===== src/hdl/dictionary_entry_field_selector_macros.svh =====
// Assertion macros shared by the field selector RTL.
`ifndef DICTIONARY_ENTRY_FIELD_SELECTOR_MACROS_SVH
`define DICTIONARY_ENTRY_FIELD_SELECTOR_MACROS_SVH

// Same-cycle implication, checked while out of reset.
`define DESF_ASSERT_NOW(label, clk, rst_n, ante, cons) \
  label: assert property (@(posedge clk) disable iff (!rst_n) (ante) |-> (cons)) \
    else $error("field selector check failed");

// Next-cycle implication, checked while out of reset.
`define DESF_ASSERT_NEXT(label, clk, rst_n, ante, cons) \
  label: assert property (@(posedge clk) disable iff (!rst_n) (ante) |=> (cons)) \
    else $error("field selector check failed");

`endif


===== src/hdl/desf_pkg.sv =====
// Types, codes and helper functions of the dictionary entry field selector.
package desf_pkg;

  localparam logic [3:0] MAX_SEQUENCE = 4'd8;

  localparam logic [7:0] CH_M = 8'h6d;
  localparam logic [7:0] CH_L = 8'h6c;
  localparam logic [7:0] CH_G = 8'h67;
  localparam logic [7:0] CH_X = 8'h78;
  localparam logic [7:0] CH_H = 8'h68;
  localparam logic [7:0] CH_T = 8'h74;
  localparam logic [7:0] CH_Y = 8'h79;
  localparam logic [7:0] CH_K = 8'h6b;
  localparam logic [7:0] CH_R = 8'h72;
  localparam logic [7:0] CH_UW = 8'h57;
  localparam logic [7:0] CH_UP = 8'h50;
  localparam logic [7:0] CH_UA = 8'h41;
  localparam logic [7:0] CH_UZ = 8'h5a;

  typedef enum logic [2:0] {
    PH_START = 3'd0,
    PH_SIZE  = 3'd1,
    PH_SIZED = 3'd2,
    PH_NUL   = 3'd3,
    PH_TOEND = 3'd4,
    PH_DONE  = 3'd5
  } phase_e;

  typedef enum logic [1:0] {
    MODE_SEQUENCE = 2'd0,
    MODE_TAGGED   = 2'd1,
    MODE_WHOLE    = 2'd2
  } mode_e;

  typedef enum logic {
    CFG_TYPE_SEQUENCE   = 1'b0,
    CFG_SEQUENCE_LENGTH = 1'b1
  } cfg_idx_e;

  typedef struct packed {
    logic        found;
    logic [7:0]  ftype;
    logic [31:0] start;
    logic [31:0] length;
    logic        latin;
    logic [1:0]  mode;
  } result_t;

  function automatic logic is_upper(input logic [7:0] t);
    return (t >= CH_UA) && (t <= CH_UZ);
  endfunction

  function automatic logic is_text_field(input logic [7:0] t);
    return (t == CH_M) || (t == CH_L) || (t == CH_G) || (t == CH_X) || (t == CH_H);
  endfunction

  function automatic logic is_field_tag(input logic [7:0] t);
    return is_text_field(t) || (t == CH_T) || (t == CH_Y) || (t == CH_K)
        || (t == CH_R) || (t == CH_UW) || (t == CH_UP);
  endfunction

endpackage


===== src/hdl/desf_parser.sv =====
// Byte-wise entry parser: field state registers and result selection.
module desf_parser
  import desf_pkg::*;
(
  input  logic        clk_i,
  input  logic        rst_ni,
  input  logic        byte_en_i,
  input  logic [7:0]  entry_byte_i,
  input  logic        last_byte_i,
  input  logic [63:0] type_seq_i,
  input  logic [3:0]  seq_len_i,
  output logic        result_en_o,
  output result_t     result_o
);

  logic [31:0] pos_q, pos_d;
  phase_e      phase_q, phase_d;
  logic [1:0]  cnt_q, cnt_d;
  logic [31:0] acc_q, acc_d;
  logic [31:0] rem_q, rem_d;
  logic [7:0]  ctype_q, ctype_d;
  logic [31:0] cstart_q, cstart_d;
  logic [3:0]  idx_q, idx_d;
  logic [63:0] first_span_q, first_span_d;
  logic [8:0]  first_meta_q, first_meta_d;
  logic [63:0] text_span_q, text_span_d;
  logic [8:0]  text_meta_q, text_meta_d;
  logic [7:0]  lead_q, lead_d;
  logic        nul_q, nul_d;
  mode_e       mode_q, mode_d;
  logic        open_q;

  logic [3:0]  eff_n;
  logic        consumed;
  logic        rec_en;
  logic [31:0] rec_start;
  logic [31:0] rec_len;
  logic [31:0] pos_next;
  mode_e       out_mode;

  assign eff_n    = (seq_len_i > MAX_SEQUENCE) ? MAX_SEQUENCE : seq_len_i;
  assign pos_next = pos_q + 32'd1;

  // Parser next state for the byte at the input.
  always_comb begin
    phase_d   = phase_q;
    cnt_d     = cnt_q;
    acc_d     = acc_q;
    rem_d     = rem_q;
    ctype_d   = ctype_q;
    cstart_d  = cstart_q;
    idx_d     = idx_q;
    lead_d    = lead_q;
    mode_d    = mode_q;
    consumed  = 1'b0;
    rec_en    = 1'b0;
    rec_start = cstart_q;
    rec_len   = 32'd0;

    // Latch the mode on the first byte of an entry.
    if (!open_q) begin
      lead_d = entry_byte_i;
      if (eff_n != 4'd0) begin
        mode_d = MODE_SEQUENCE;
      end else if (is_field_tag(entry_byte_i)) begin
        mode_d = MODE_TAGGED;
      end else begin
        mode_d  = MODE_WHOLE;
        phase_d = PH_DONE;
      end
    end
    nul_d = nul_q | (entry_byte_i == 8'd0);

    if (phase_d == PH_START) begin
      if (mode_d == MODE_SEQUENCE) begin
        if (idx_q >= eff_n) begin
          phase_d  = PH_DONE;
          consumed = 1'b1;
        end else begin
          ctype_d = type_seq_i[{idx_q[2:0], 3'b000} +: 8];
          idx_d   = idx_q + 4'd1;
          if (is_upper(ctype_d)) begin
            phase_d = PH_SIZE;
            cnt_d   = 2'd0;
            acc_d   = 32'd0;
          end else begin
            cstart_d = pos_q;
            phase_d  = (idx_d == eff_n) ? PH_TOEND : PH_NUL;
          end
        end
      end else begin
        ctype_d  = entry_byte_i;
        consumed = 1'b1;
        if (is_upper(entry_byte_i)) begin
          phase_d = PH_SIZE;
          cnt_d   = 2'd0;
          acc_d   = 32'd0;
        end else begin
          phase_d  = PH_NUL;
          cstart_d = pos_next;
        end
      end
    end

    if (!consumed) begin
      unique case (phase_d)
        PH_SIZE: begin
          acc_d = {acc_d[23:0], entry_byte_i};
          if (cnt_d == 2'd3) begin
            cnt_d    = 2'd0;
            cstart_d = pos_next;
            if (acc_d == 32'd0) begin
              rec_en    = 1'b1;
              rec_start = pos_next;
              rec_len   = 32'd0;
            end else begin
              rem_d   = acc_d;
              phase_d = PH_SIZED;
            end
          end else begin
            cnt_d = cnt_d + 2'd1;
          end
        end
        PH_SIZED: begin
          rem_d = rem_d - 32'd1;
          if (rem_d == 32'd0) begin
            rec_en    = 1'b1;
            rec_start = cstart_d;
            rec_len   = acc_d;
          end
        end
        PH_NUL: begin
          if (entry_byte_i == 8'd0) begin
            rec_en    = 1'b1;
            rec_start = cstart_d;
            rec_len   = pos_q - cstart_d;
          end
        end
        default: ;
      endcase
    end

    // A finished field returns to field start, or stops once the sequence is used up.
    if (rec_en) begin
      phase_d = ((mode_d == MODE_SEQUENCE) && (idx_d >= eff_n)) ? PH_DONE : PH_START;
    end

    // Close the open field at the end of the entry; drop a truncated size.
    if (last_byte_i) begin
      if ((phase_d == PH_SIZED) || (phase_d == PH_NUL) || (phase_d == PH_TOEND)) begin
        rec_en    = 1'b1;
        rec_start = cstart_d;
        rec_len   = pos_next - cstart_d;
        phase_d   = PH_DONE;
      end else if (phase_d == PH_SIZE) begin
        phase_d = PH_DONE;
      end
    end

    first_span_d = first_span_q;
    first_meta_d = first_meta_q;
    text_span_d  = text_span_q;
    text_meta_d  = text_meta_q;
    if (rec_en && !first_meta_q[8]) begin
      first_span_d = {rec_start, rec_len};
      first_meta_d = {1'b1, ctype_d};
    end
    if (rec_en && is_text_field(ctype_d) && !text_meta_q[8]) begin
      text_span_d = {rec_start, rec_len};
      text_meta_d = {1'b1, ctype_d};
    end
  end

  // Result selection on the final byte.
  always_comb begin
    out_mode = mode_d;
    if ((mode_d == MODE_TAGGED) && !is_upper(lead_d) && !nul_d) begin
      out_mode = MODE_WHOLE;
    end
    result_o = '0;
    result_o.mode = out_mode;
    if (out_mode == MODE_WHOLE) begin
      result_o.found  = 1'b1;
      result_o.ftype  = CH_M;
      result_o.length = pos_next;
    end else if (text_meta_d[8]) begin
      result_o.found  = 1'b1;
      result_o.ftype  = text_meta_d[7:0];
      result_o.start  = text_span_d[63:32];
      result_o.length = text_span_d[31:0];
      result_o.latin  = (text_meta_d[7:0] == CH_L);
    end else if (first_meta_d[8]) begin
      result_o.found  = 1'b1;
      result_o.ftype  = first_meta_d[7:0];
      result_o.start  = first_span_d[63:32];
      result_o.length = first_span_d[31:0];
    end
  end

  assign result_en_o = byte_en_i & last_byte_i;

  always_ff @(posedge clk_i or negedge rst_ni) begin
    if (!rst_ni) begin
      pos_q        <= '0;
      phase_q      <= PH_START;
      cnt_q        <= '0;
      acc_q        <= '0;
      rem_q        <= '0;
      ctype_q      <= '0;
      cstart_q     <= '0;
      idx_q        <= '0;
      first_span_q <= '0;
      first_meta_q <= '0;
      text_span_q  <= '0;
      text_meta_q  <= '0;
      lead_q       <= '0;
      nul_q        <= 1'b0;
      mode_q       <= MODE_SEQUENCE;
      open_q       <= 1'b0;
    end else if (byte_en_i) begin
      if (last_byte_i) begin
        // Clear all per-entry state for the next entry.
        pos_q        <= '0;
        phase_q      <= PH_START;
        cnt_q        <= '0;
        acc_q        <= '0;
        rem_q        <= '0;
        ctype_q      <= '0;
        cstart_q     <= '0;
        idx_q        <= '0;
        first_span_q <= '0;
        first_meta_q <= '0;
        text_span_q  <= '0;
        text_meta_q  <= '0;
        lead_q       <= '0;
        nul_q        <= 1'b0;
        mode_q       <= MODE_SEQUENCE;
        open_q       <= 1'b0;
      end else begin
        pos_q        <= pos_next;
        phase_q      <= phase_d;
        cnt_q        <= cnt_d;
        acc_q        <= acc_d;
        rem_q        <= rem_d;
        ctype_q      <= ctype_d;
        cstart_q     <= cstart_d;
        idx_q        <= idx_d;
        first_span_q <= first_span_d;
        first_meta_q <= first_meta_d;
        text_span_q  <= text_span_d;
        text_meta_q  <= text_meta_d;
        lead_q       <= lead_d;
        nul_q        <= nul_d;
        mode_q       <= mode_d;
        open_q       <= 1'b1;
      end
    end
  end

endmodule


===== src/hdl/dictionary_entry_field_selector.sv =====
// Dictionary entry field selector top level: config registers, parser, result register.
// Takes one entry byte per clock cycle unless the input stalls; each accepted byte
// updates the parser registers, so bytes stream in back to back. On the word that carries
// tlast the selected field is loaded into the result register and shown on the master
// side the next cycle. The input stalls only while that register holds a result that
// the downstream side has not taken. Configuration is written through a plain write
// port and should change only between entries.
`include "dictionary_entry_field_selector_macros.svh"

module dictionary_entry_field_selector
  import desf_pkg::*;
(
  input  logic        clk_i,
  input  logic        rst_ni,
  input  logic        cfg_we_i,
  input  logic        cfg_index_i,
  input  logic [63:0] cfg_data_i,
  input  logic        s_axis_tvalid,
  output logic        s_axis_tready,
  input  logic [7:0]  s_axis_tdata,   // [7:0] entry_byte
  input  logic        s_axis_tlast,
  output logic        m_axis_tvalid,
  input  logic        m_axis_tready,
  // [0] field_found, [8:1] field_type, [40:9] field_start, [72:41] field_length,
  // [73] needs_latin1, [75:74] parse_mode, [79:76] zero
  output logic [79:0] m_axis_tdata
);

  logic [63:0] type_seq_q;
  logic [3:0]  seq_len_q;
  logic        in_accept;
  logic        res_en;
  result_t     res;
  logic        out_valid_q;
  result_t     out_q;

  always_ff @(posedge clk_i or negedge rst_ni) begin
    if (!rst_ni) begin
      type_seq_q <= '0;
      seq_len_q  <= '0;
    end else if (cfg_we_i) begin
      unique case (cfg_idx_e'(cfg_index_i))
        CFG_TYPE_SEQUENCE:   type_seq_q <= cfg_data_i;
        CFG_SEQUENCE_LENGTH: seq_len_q  <= cfg_data_i[3:0];
      endcase
    end
  end

  // Accept a word whenever the result register is free or being drained.
  assign s_axis_tready = !out_valid_q || m_axis_tready;
  assign in_accept     = s_axis_tvalid && s_axis_tready;

  desf_parser u_parser (
    .clk_i        (clk_i),
    .rst_ni       (rst_ni),
    .byte_en_i    (in_accept),
    .entry_byte_i (s_axis_tdata),
    .last_byte_i  (s_axis_tlast),
    .type_seq_i   (type_seq_q),
    .seq_len_i    (seq_len_q),
    .result_en_o  (res_en),
    .result_o     (res)
  );

  always_ff @(posedge clk_i or negedge rst_ni) begin
    if (!rst_ni) begin
      out_valid_q <= 1'b0;
    end else if (res_en) begin
      out_valid_q <= 1'b1;
    end else if (m_axis_tready) begin
      out_valid_q <= 1'b0;
    end
  end

  always_ff @(posedge clk_i) begin
    if (res_en) begin
      out_q <= res;
    end
  end

  assign m_axis_tvalid = out_valid_q;
  assign m_axis_tdata  = {4'b0000, out_q.mode, out_q.latin, out_q.length, out_q.start,
                          out_q.ftype, out_q.found};

  `DESF_ASSERT_NEXT(a_result_shown, clk_i, rst_ni, res_en, out_valid_q)
  `DESF_ASSERT_NOW(a_mode_code, clk_i, rst_ni, out_valid_q, out_q.mode != 2'd3)
  `DESF_ASSERT_NOW(a_latin_type, clk_i, rst_ni, out_valid_q && out_q.latin, out_q.ftype == CH_L)
  `DESF_ASSERT_NOW(a_empty_clear, clk_i, rst_ni, out_valid_q && !out_q.found,
                   (out_q.ftype == 8'd0) && (out_q.length == 32'd0))

endmodule


===== config.mk =====
export PLATFORM = sky130hd
export DESIGN_NAME = dictionary_entry_field_selector
export DESIGN_NICKNAME = d
export VERILOG_FILES = /design/src/hdl/desf_pkg.sv /design/src/hdl/desf_parser.sv /design/src/hdl/dictionary_entry_field_selector.sv
export VERILOG_INCLUDE_DIRS = /design/src /design/src/hdl
export SDC_FILE = /design/constraint.sdc
export NUM_CORES = 1
export LEC_CHECK = 0
export ABC_CLOCK_PERIOD_IN_PS = 8850
export BUFFER_PORTS_ARGS = -buffer_cell sky130_fd_sc_hd__buf_4
export CELL_PAD_IN_SITES_DETAIL_PLACEMENT = 0
export CELL_PAD_IN_SITES_GLOBAL_PLACEMENT = 1
export CORE_MARGIN = 2
export CORE_UTILIZATION = 45
export CTS_BUF_LIST = sky130_fd_sc_hd__clkbuf_8
export CTS_CLUSTER_DIAMETER = 150
export DETAILED_ROUTE_END_ITERATION = 10
export GPL_TIMING_DRIVEN = 0
export PLACE_DENSITY_LB_ADDON = 0.1
export SLEW_MARGIN = 10
export SYNTH_ARGS = -nofsm -noshare
export SYNTH_HDL_FRONTEND = slang
export SYNTH_SLANG_ARGS = --single-unit
export TNS_END_PERCENT = 5

===== constraint.sdc =====
create_clock -name clk_i -period 8.85 [get_ports clk_i]
set_input_delay 2.655 -clock clk_i [delete_from_list [all_inputs] [get_ports clk_i]]
set_output_delay 2.655 -clock clk_i [all_outputs]
set_load 0.02 [all_outputs]

# Word level (Yosys, flattened, before mapping)
# Cells that the tools add are included.
# word_totals
wordCells	224
mem_bits_ro	0
in_bits	79
ff_bits	448
latchBits	0
out_inout_bits	82
ram_bits	0
memories	0
# classes
n_div	0
eq_ne	30
order_cmp	9
add_sub_neg	6
shift	1
reduce_logical	45
bitwise_logic	4
n_mux	104
mul	0
# ops
op	count
two-way mux 32 bit	35
two-way mux 64 bit	4
== test 8 x 7 -> 1 bit, second input constant	17
one-hot mux 32 bit (2 select lines)	2
one-hot mux 32 bit (3 select lines)	1
two-way mux 73 bit	1
two-way mux 72 bit	1
logical NOT 32 bit	2
indexed part select 64 x 7 -> 8 bit	1
subtractor 32 bit	2
two-way mux 8 bit	6
two-way mux 3 bit	15
two-way mux 9 bit	4
adder 32 x 1 -> 32 bit, second input constant	1
subtractor 32 x 1 -> 32 bit, second input constant	1
two-way mux 2 bit	15
>= comparator 8 x 7 -> 1 bit, second input constant	3
<= comparator 8 x 7 -> 1 bit, second input constant	3
two-way mux 4 bit	5
logical OR 1 bit	17
two-way mux 1 bit	14
== test 3 x 2 -> 1 bit, second input constant	4
logical AND 1 bit	10
>= comparator 4 bit	2
25 further kinds	33

# Depth between registers and ports, before layout
# logic_depth
word_depth	33
depth_mapped	37

# By module
# From an unflattened synthesis, not the netlist that was laid out.
# unflattened
cells_unflattened	3051
area_unflattened_um2	29298.1
# by_module_without_submodules
module	cells_each	n_inst	area_each_um2	seq_area_each_um2
desf_parser	2821	1	24088.1	7582.3
dictionary_entry_field_selector	230	1	5210.0	4008.8

# Worst setup path after synthesis
# OpenSTA, ideal clock, no wires.
# synth_timing
kind	input -> register
from	in s_axis_tdata[0]
to	reg out_q (netlist bit m_axis_tdata[62]) (data pin)
arrival_ns	9.868
slack_ns	-1.278
setup_ns	0.260
cell_stages	34
cell_sequence	buf_2 or4b_1 o311a_1 a2111o_1 nand2_1 buf_1 o21ai_0 clkbuf_1 clkbuf_1 and2_1 ha_1 nand4_1 clkbuf_1 clkbuf_1 clkbuf_1 clkbuf_1 nand2_1 o21ai_0 ha_1 o32ai_1 a221oi_1 nor2_1 a221oi_2 o211ai_1 a211o_1 and3_4 a311oi_2 o21ai_1 a21oi_1 o22ai_1 xnor2_1 a21boi_1 a2bb2oi_1 o21ai_1
# synth_rtl
element	line_no	source
from (decl)	dictionary_entry_field_selector.sv:20	input logic [7:0] s_axis_tdata,
to (signal assigned)	dictionary_entry_field_selector.sv:77	out_q <= res;
to (decl)	dictionary_entry_field_selector.sv:35	result_t out_q;

# Worst setup path in the final report
# layout_timing
from	in s_axis_tdata[0]
to	reg out_q (netlist bit m_axis_tdata[17]) (data pin)
# layout_via
elab_chain_len	32
elab_cells_between_ends	117
cone_classes	order compare: 5; eq/ne: 25; mux: 56; bitwise: 1; reduce/logical: 30
# layout_lines
element	line_no	source
== test 8 x 7 -> 1 bit	desf_pkg.sv:54	return (t == CH_M) || (t == CH_L) || (t == CH_G) || (t == CH_X) || (t == CH_H);
logical OR 1 bit (4 in a row)	desf_pkg.sv:54	
logical OR 1 bit (3 in a row)	desf_pkg.sv:58	return is_text_field(t) || (t == CH_T) || (t == CH_Y) || (t == CH_K)
logical OR 1 bit (3 in a row)	desf_pkg.sv:59	|| (t == CH_R) || (t == CH_UW) || (t == CH_UP);
two-way mux 2 bit	desf_parser.sv:65	end else if (is_field_tag(entry_byte_i)) begin
two-way mux 2 bit	desf_parser.sv:63	if (eff_n != 4'd0) begin
two-way mux 2 bit	desf_parser.sv:61	if (!open_q) begin
logical NOT 2 bit	desf_parser.sv:75, desf_parser.sv:145	
[... 8 more ...]	n/a	
== test 3 x 2 -> 1 bit	desf_parser.sv:150	if ((phase_d == PH_SIZED) || (phase_d == PH_NUL) || (phase_d == PH_TOEND)) begin
logical OR 1 bit (2 in a row)	desf_parser.sv:150	
two-way mux 1 bit	desf_parser.sv:150	
two-way mux 1 bit	desf_parser.sv:149	if (last_byte_i) begin
logical AND 1 bit (on tied branches)	desf_parser.sv:164, desf_parser.sv:168	
two-way mux 64 bit (tied with other cells)	desf_parser.sv:164	if (rec_en && !first_meta_q[8]) begin
two-way mux 73 bit (tied with other cells)	desf_parser.sv:192	end else if (first_meta_d[8]) begin
two-way mux 72 bit	desf_parser.sv:186	end else if (text_meta_d[8]) begin
# Parallel ways exist; a longest one is shown, timed or not.
# A chain may end at the register's enable or synchronous reset.

==> results.md <==
* Status: finished, violations left
* Worst Setup SP: s_axis_tdata[0]
* Max Fclk at 112.4 MHz
* Io pins at 161
* CP Max Fanout at 10
* Final Cell Area at 35390 µm²
* Core area at 67040 µm²
* Crit end category: register
* Port bufs at 151
* Top FF cell, synth: dfrtp_1
* Share of layout cells above drive strength 1 at 14.79%
* XOR/XNOR Fraction of Synth Area at 3.680%
* Worst path slowest cell: clkdlybuf4s15_1
* Placed cell area at 33040 µm²
* Vias in the first global route at between 20000 and 30000
* Clock insertion delay at the later pin of the skew report at ~0.72 ns
* Worst-path cell chain: buf_2 > or4b_4 > o311a_1 > a2111oi_2 > nor2_2 > a21oi_1 > a221o_1 > nand3_1 > nor2_4 > nor2_2 > a21o_1 > buf_2 > a21o_1 > nand2_2 > buf_2 > clkdlybuf4s15_1 > o21ai_0 > mux2i_1 > o22ai_1
* Crit-path max cell delay at 0.79 ns
* LEAKAGE at around 14 nW
* Post-route setup TNS at -0.1366 ns
* Global placement routability congestion at 1.044
* Critical path class: in -> reg
* Drt wl/cell at approximately 30 µm
* Hold path endpoint: u_parser.text_span_q[6]
* Compound-Gate Fraction of Synth Area at 27.14%
* Syn avg cell area at 8.333 µm²
* FF-to-FF setup slack at 0.16 ns
* Combinational Power Share at between 60% and 70%
* Unique cell type count in the Yosys netlist at 114
* Height of the die at roughly 260 µm
* Yosys warnings at 0
* Final antenna-violating net count at 0
* Worst Path Buf+Inv at 4
* Vias at 32365
* Pint at 0.006726 W
* Final Setup Violations at 7
* Remaining DRCs at 0
* Synth top area share at slightly above 30%
* Worst clock skew at 0.04671 ns
* Initial Utilization at 45.44%
* Hold path cells at 2
* Hold Vio Cnt, Final at 0
* Die ar. at 69800 µm²
* CP top delay family: compound AO/OA/AOI/OAI gates
* Total GRT Usage at between 40% and 50%
* Final Power at 0.01557 W
* Synthesized area at around 30000 µm²
* Seq/Total Area, Yosys at a little under two fifths
* Layout area overhead at 16.15%
* Clock Tree Buf Depth at 3
* Req. time, crit path at roughly 9.3 ns
* Width of the die at 264.2 µm
* Switching part of the total power at 56.81%
* Min-delay src: u_parser.text_span_q[6]
* Cell repeated most along the worst path: buf_2
* Initial DRC Count at 4742
* Fin crit period at 8.895 ns
* Initial antenna violation count at 14
* Peak supply drop at 0.0003381 V
* PwrDens at 440.1 nW/µm²
* CTS hold repair buffers at 0
* Fin crit share at 100.5%
* Total global routing overflow at 0
* Share of synthesized area spent on multiplexers at 7.245%
* Clk root buf: clkbuf_8
* Rows at 95
* Seq pwr share at between 10% and 20%
* Area share of and/or/nand/nor cells after synthesis at 17.36%
* Max-cap violations at 0
* Slew Viols, Final at 0
* Clock Power Share at 13.4%
* Worst hold path class: reg -> reg
* Adder-cell area share of the yosys netlist at about 1.8%
* Cts bufs inserted at 84
* Post-layout nets at 4042
* Worst Tran Pin Value at 1.431 ns
* RSZ-0062 raised after global routing: yes
* TritonCTS Sinks at ~450
* Vias per cell at 6.639
* CTS tree: built
* FF-to-FF End: m_axis_tdata[62]
* Slew margin rel. at approximately 4.6%
* Routed Wire Length at roughly 150000 µm
* DR pass1 iterations at 7
* R2r startpoint: u_parser.idx_q[1]
* Area contributors post-synth: dfrtp_1, edfxtp_1, o21ai_0
* CP arrival at 9.30 ns
* First-pass GRT wire length at approximately 210000 µm
* Critical Path Source Type: input pin
* Synth Register Bits at 448
* Synth area leader: dfrtp_1
* Largest family of logic cells by synthesized area: compound AO/OA/AOI/OAI gates
* Hold Slack at 0.4762 ns
* Switching power at 0.008847 W
* Synth async-reset ratio at 83.04%
* Largest net degree at the start of global routing at 102
* Min setup slack post-route at -0.04519 ns
* CTS H-Tree Depth at 3
* Worst-path clk slew at 0.06 ns
* Cell count after synthesis at approximately 3700
* Worst Reg-to-Reg Cells at 36
* Post-synth EDFFs at 76
* Half-perimeter wire length after placement at 112900 µm
* Failing checks: setup timing
==> per-layer routing <==
layer | GRT usage, % | vias up | part of all wire, %
met5 | 1.247 | - | 0.12
met4 | 22.31 | 10 | 6.2
met3 | 12.94 | 454 | 12
met2 | 59.25 | 2116 | 41
met1 | 56.79 | 15762 | 41
li1 | - | 14023 | -
==> stage by stage <==
stage / util [%] / cells / worst slack [ns]
6_report: 52.78 / 4875 / -0.04519
5_1_grt: 52.77 / 4871 / -0.08159
3_3_place_gp: 48.94 / 4683 / -2.935
2_1_floorplan: - / 3659 / 0.01374
3_5_place_dp: 49.29 / 4692 / -3.016
4_1_cts: 52.35 / 4865 / 0.01164
==> Yosys cell counts (all sizes together) (11+ instances only) <==
master / instances
a211oi: 23
a21o: 26
a21oi: 276
a221o: 12
a221oi: 22
a22o: 41
a22oi: 52
a31oi: 44
a32oi: 24
and2: 13
and3: 25
buf: 72
clkbuf: 208
dfrtp: 372
edfxtp: 76
ha: 33
inv: 74
maj3: 14
mux2: 76
mux2i: 108
mux4: 12
nand2: 471
nand2b: 28
nand3: 59
nand4: 24
nor2: 343
nor2b: 15
nor3: 80
nor3b: 18
nor4: 34
o211ai: 30
o21a: 22
o21ai: 463
o221ai: 21
o22ai: 116
o31ai: 29
o32ai: 12
or2: 17
or3: 17
or4: 11
xnor2: 91
xor2: 37
==> worst register-to-register path: cells and delay by family (launching register included) <==
| kind | cells | cell delay (ns) |
|---|---|---|
| xor gates and xnor gates | 1 | 0.20 |
| and+or+nand+nor | 8 | 1.82 |
| muxes | 2 | 1.11 |
| AOI/OAI and AO/OA | 14 | 2.69 |
| adders and majority gates | 2 | 0.41 |
| buffers and inverters | 9 | 1.80 |
| DFF | 1 | 0.40 |
==> what timing repair did <==
item,CTS,global route
setup endpoints to repair,194,115
endpoints found under the hold margin,0,0
gates resized for setup,51,44
setup buffers,21,5
pin swaps,13,14
==> cell usage in the layout (no fill, tap or decap), types with 25 or more instances in the layout <==
cell type / Yosys / layout
xor2_1: 37 / 34
o31ai_1: 27 / 27
mux2i_1: 108 / 108
nor4_1: 32 / 28
ha_1: 33 / 30
a31oi_1: 40 / 39
nand2_1: 469 / 467
o21ai_1: 29 / 29
edfxtp_1: 76 / 76
a21oi_1: 268 / 262
o211ai_1: 28 / 28
buf_4: 7 / 186
nor2_1: 342 / 335
nand3_1: 58 / 57
mux2_2: 75 / 75
nor3_1: 79 / 75
a21o_1: 26 / 25
a22o_1: 41 / 41
xnor2_1: 91 / 81
dfrtp_1: 372 / 372
o22ai_1: 113 / 112
inv_1: 74 / 100
o21ai_0: 434 / 428
a22oi_1: 51 / 50
nand2b_1: 28 / 28
buf_2: 30 / 30
buf_1: 31 / 27
clkbuf_1: 208 / 188
clkbuf_8: 0 / 106
==> logic make-up after synthesis <==
group | count (synthesis)
AO/OA/AOI/OAI | 1304
AND/OR/NAND/NOR | 1176
flip-flops | 448
buffers and inverters | 356
multiplexers | 196
XOR/XNOR | 128
adder cells (fa/ha/maj) | 47
other | 1
==> area by class of cell <==
type,count,area (µm²)
multi-input combinational,2855,17930
inverter,76,287.8
sequential,448,11590
tap,873,1092
clock inverter,51,291.5
antenna,6,15.01
clock buffer,101,1390
fill,6564,31650
buffer,279,1291
timing repair buffer,186,1499
==> how the worst max path moves through the flow <==
stage,endpoint,slack [ns],cells after the start
after detailed placement,m_axis_tdata[53],-3.02,32
after CTS,m_axis_tdata[62],0.01,34
after floorplan,m_axis_tdata[70],0.01,34
after global routing,m_axis_tdata[61],-0.08,32
after global placement,m_axis_tdata[53],-2.94,32
final,m_axis_tdata[17],-0.05,19
==> power by group through the flow <==
stage	sequential, W	combinational, W	clock [W]
detailed placement	0.00292	0.00954	0
global route	0.00295	0.0110	0.00219
global placement	0.00292	0.00957	0
finish	0.00292	0.0106	0.00208
CTS	0.00289	0.00982	0.00210
floorplan	0.00280	0.00598	0
==> flip-flops by register name (all words and copies together) (netlist names), 8 cells and up <==
signal / flops
u_parser.ctype_q: 8
u_parser.lead_q: 8
m_axis_tdata: 76
u_parser.text_meta_q: 9
u_parser.first_meta_q: 9
u_parser.first_span_q: 64
u_parser.cstart_q: 32
u_parser.pos_q: 32
u_parser.acc_q: 32
u_parser.rem_q: 32
type_seq_q: 64
u_parser.text_span_q: 64
No activity file was read; power rests on OpenSTA's default activity.
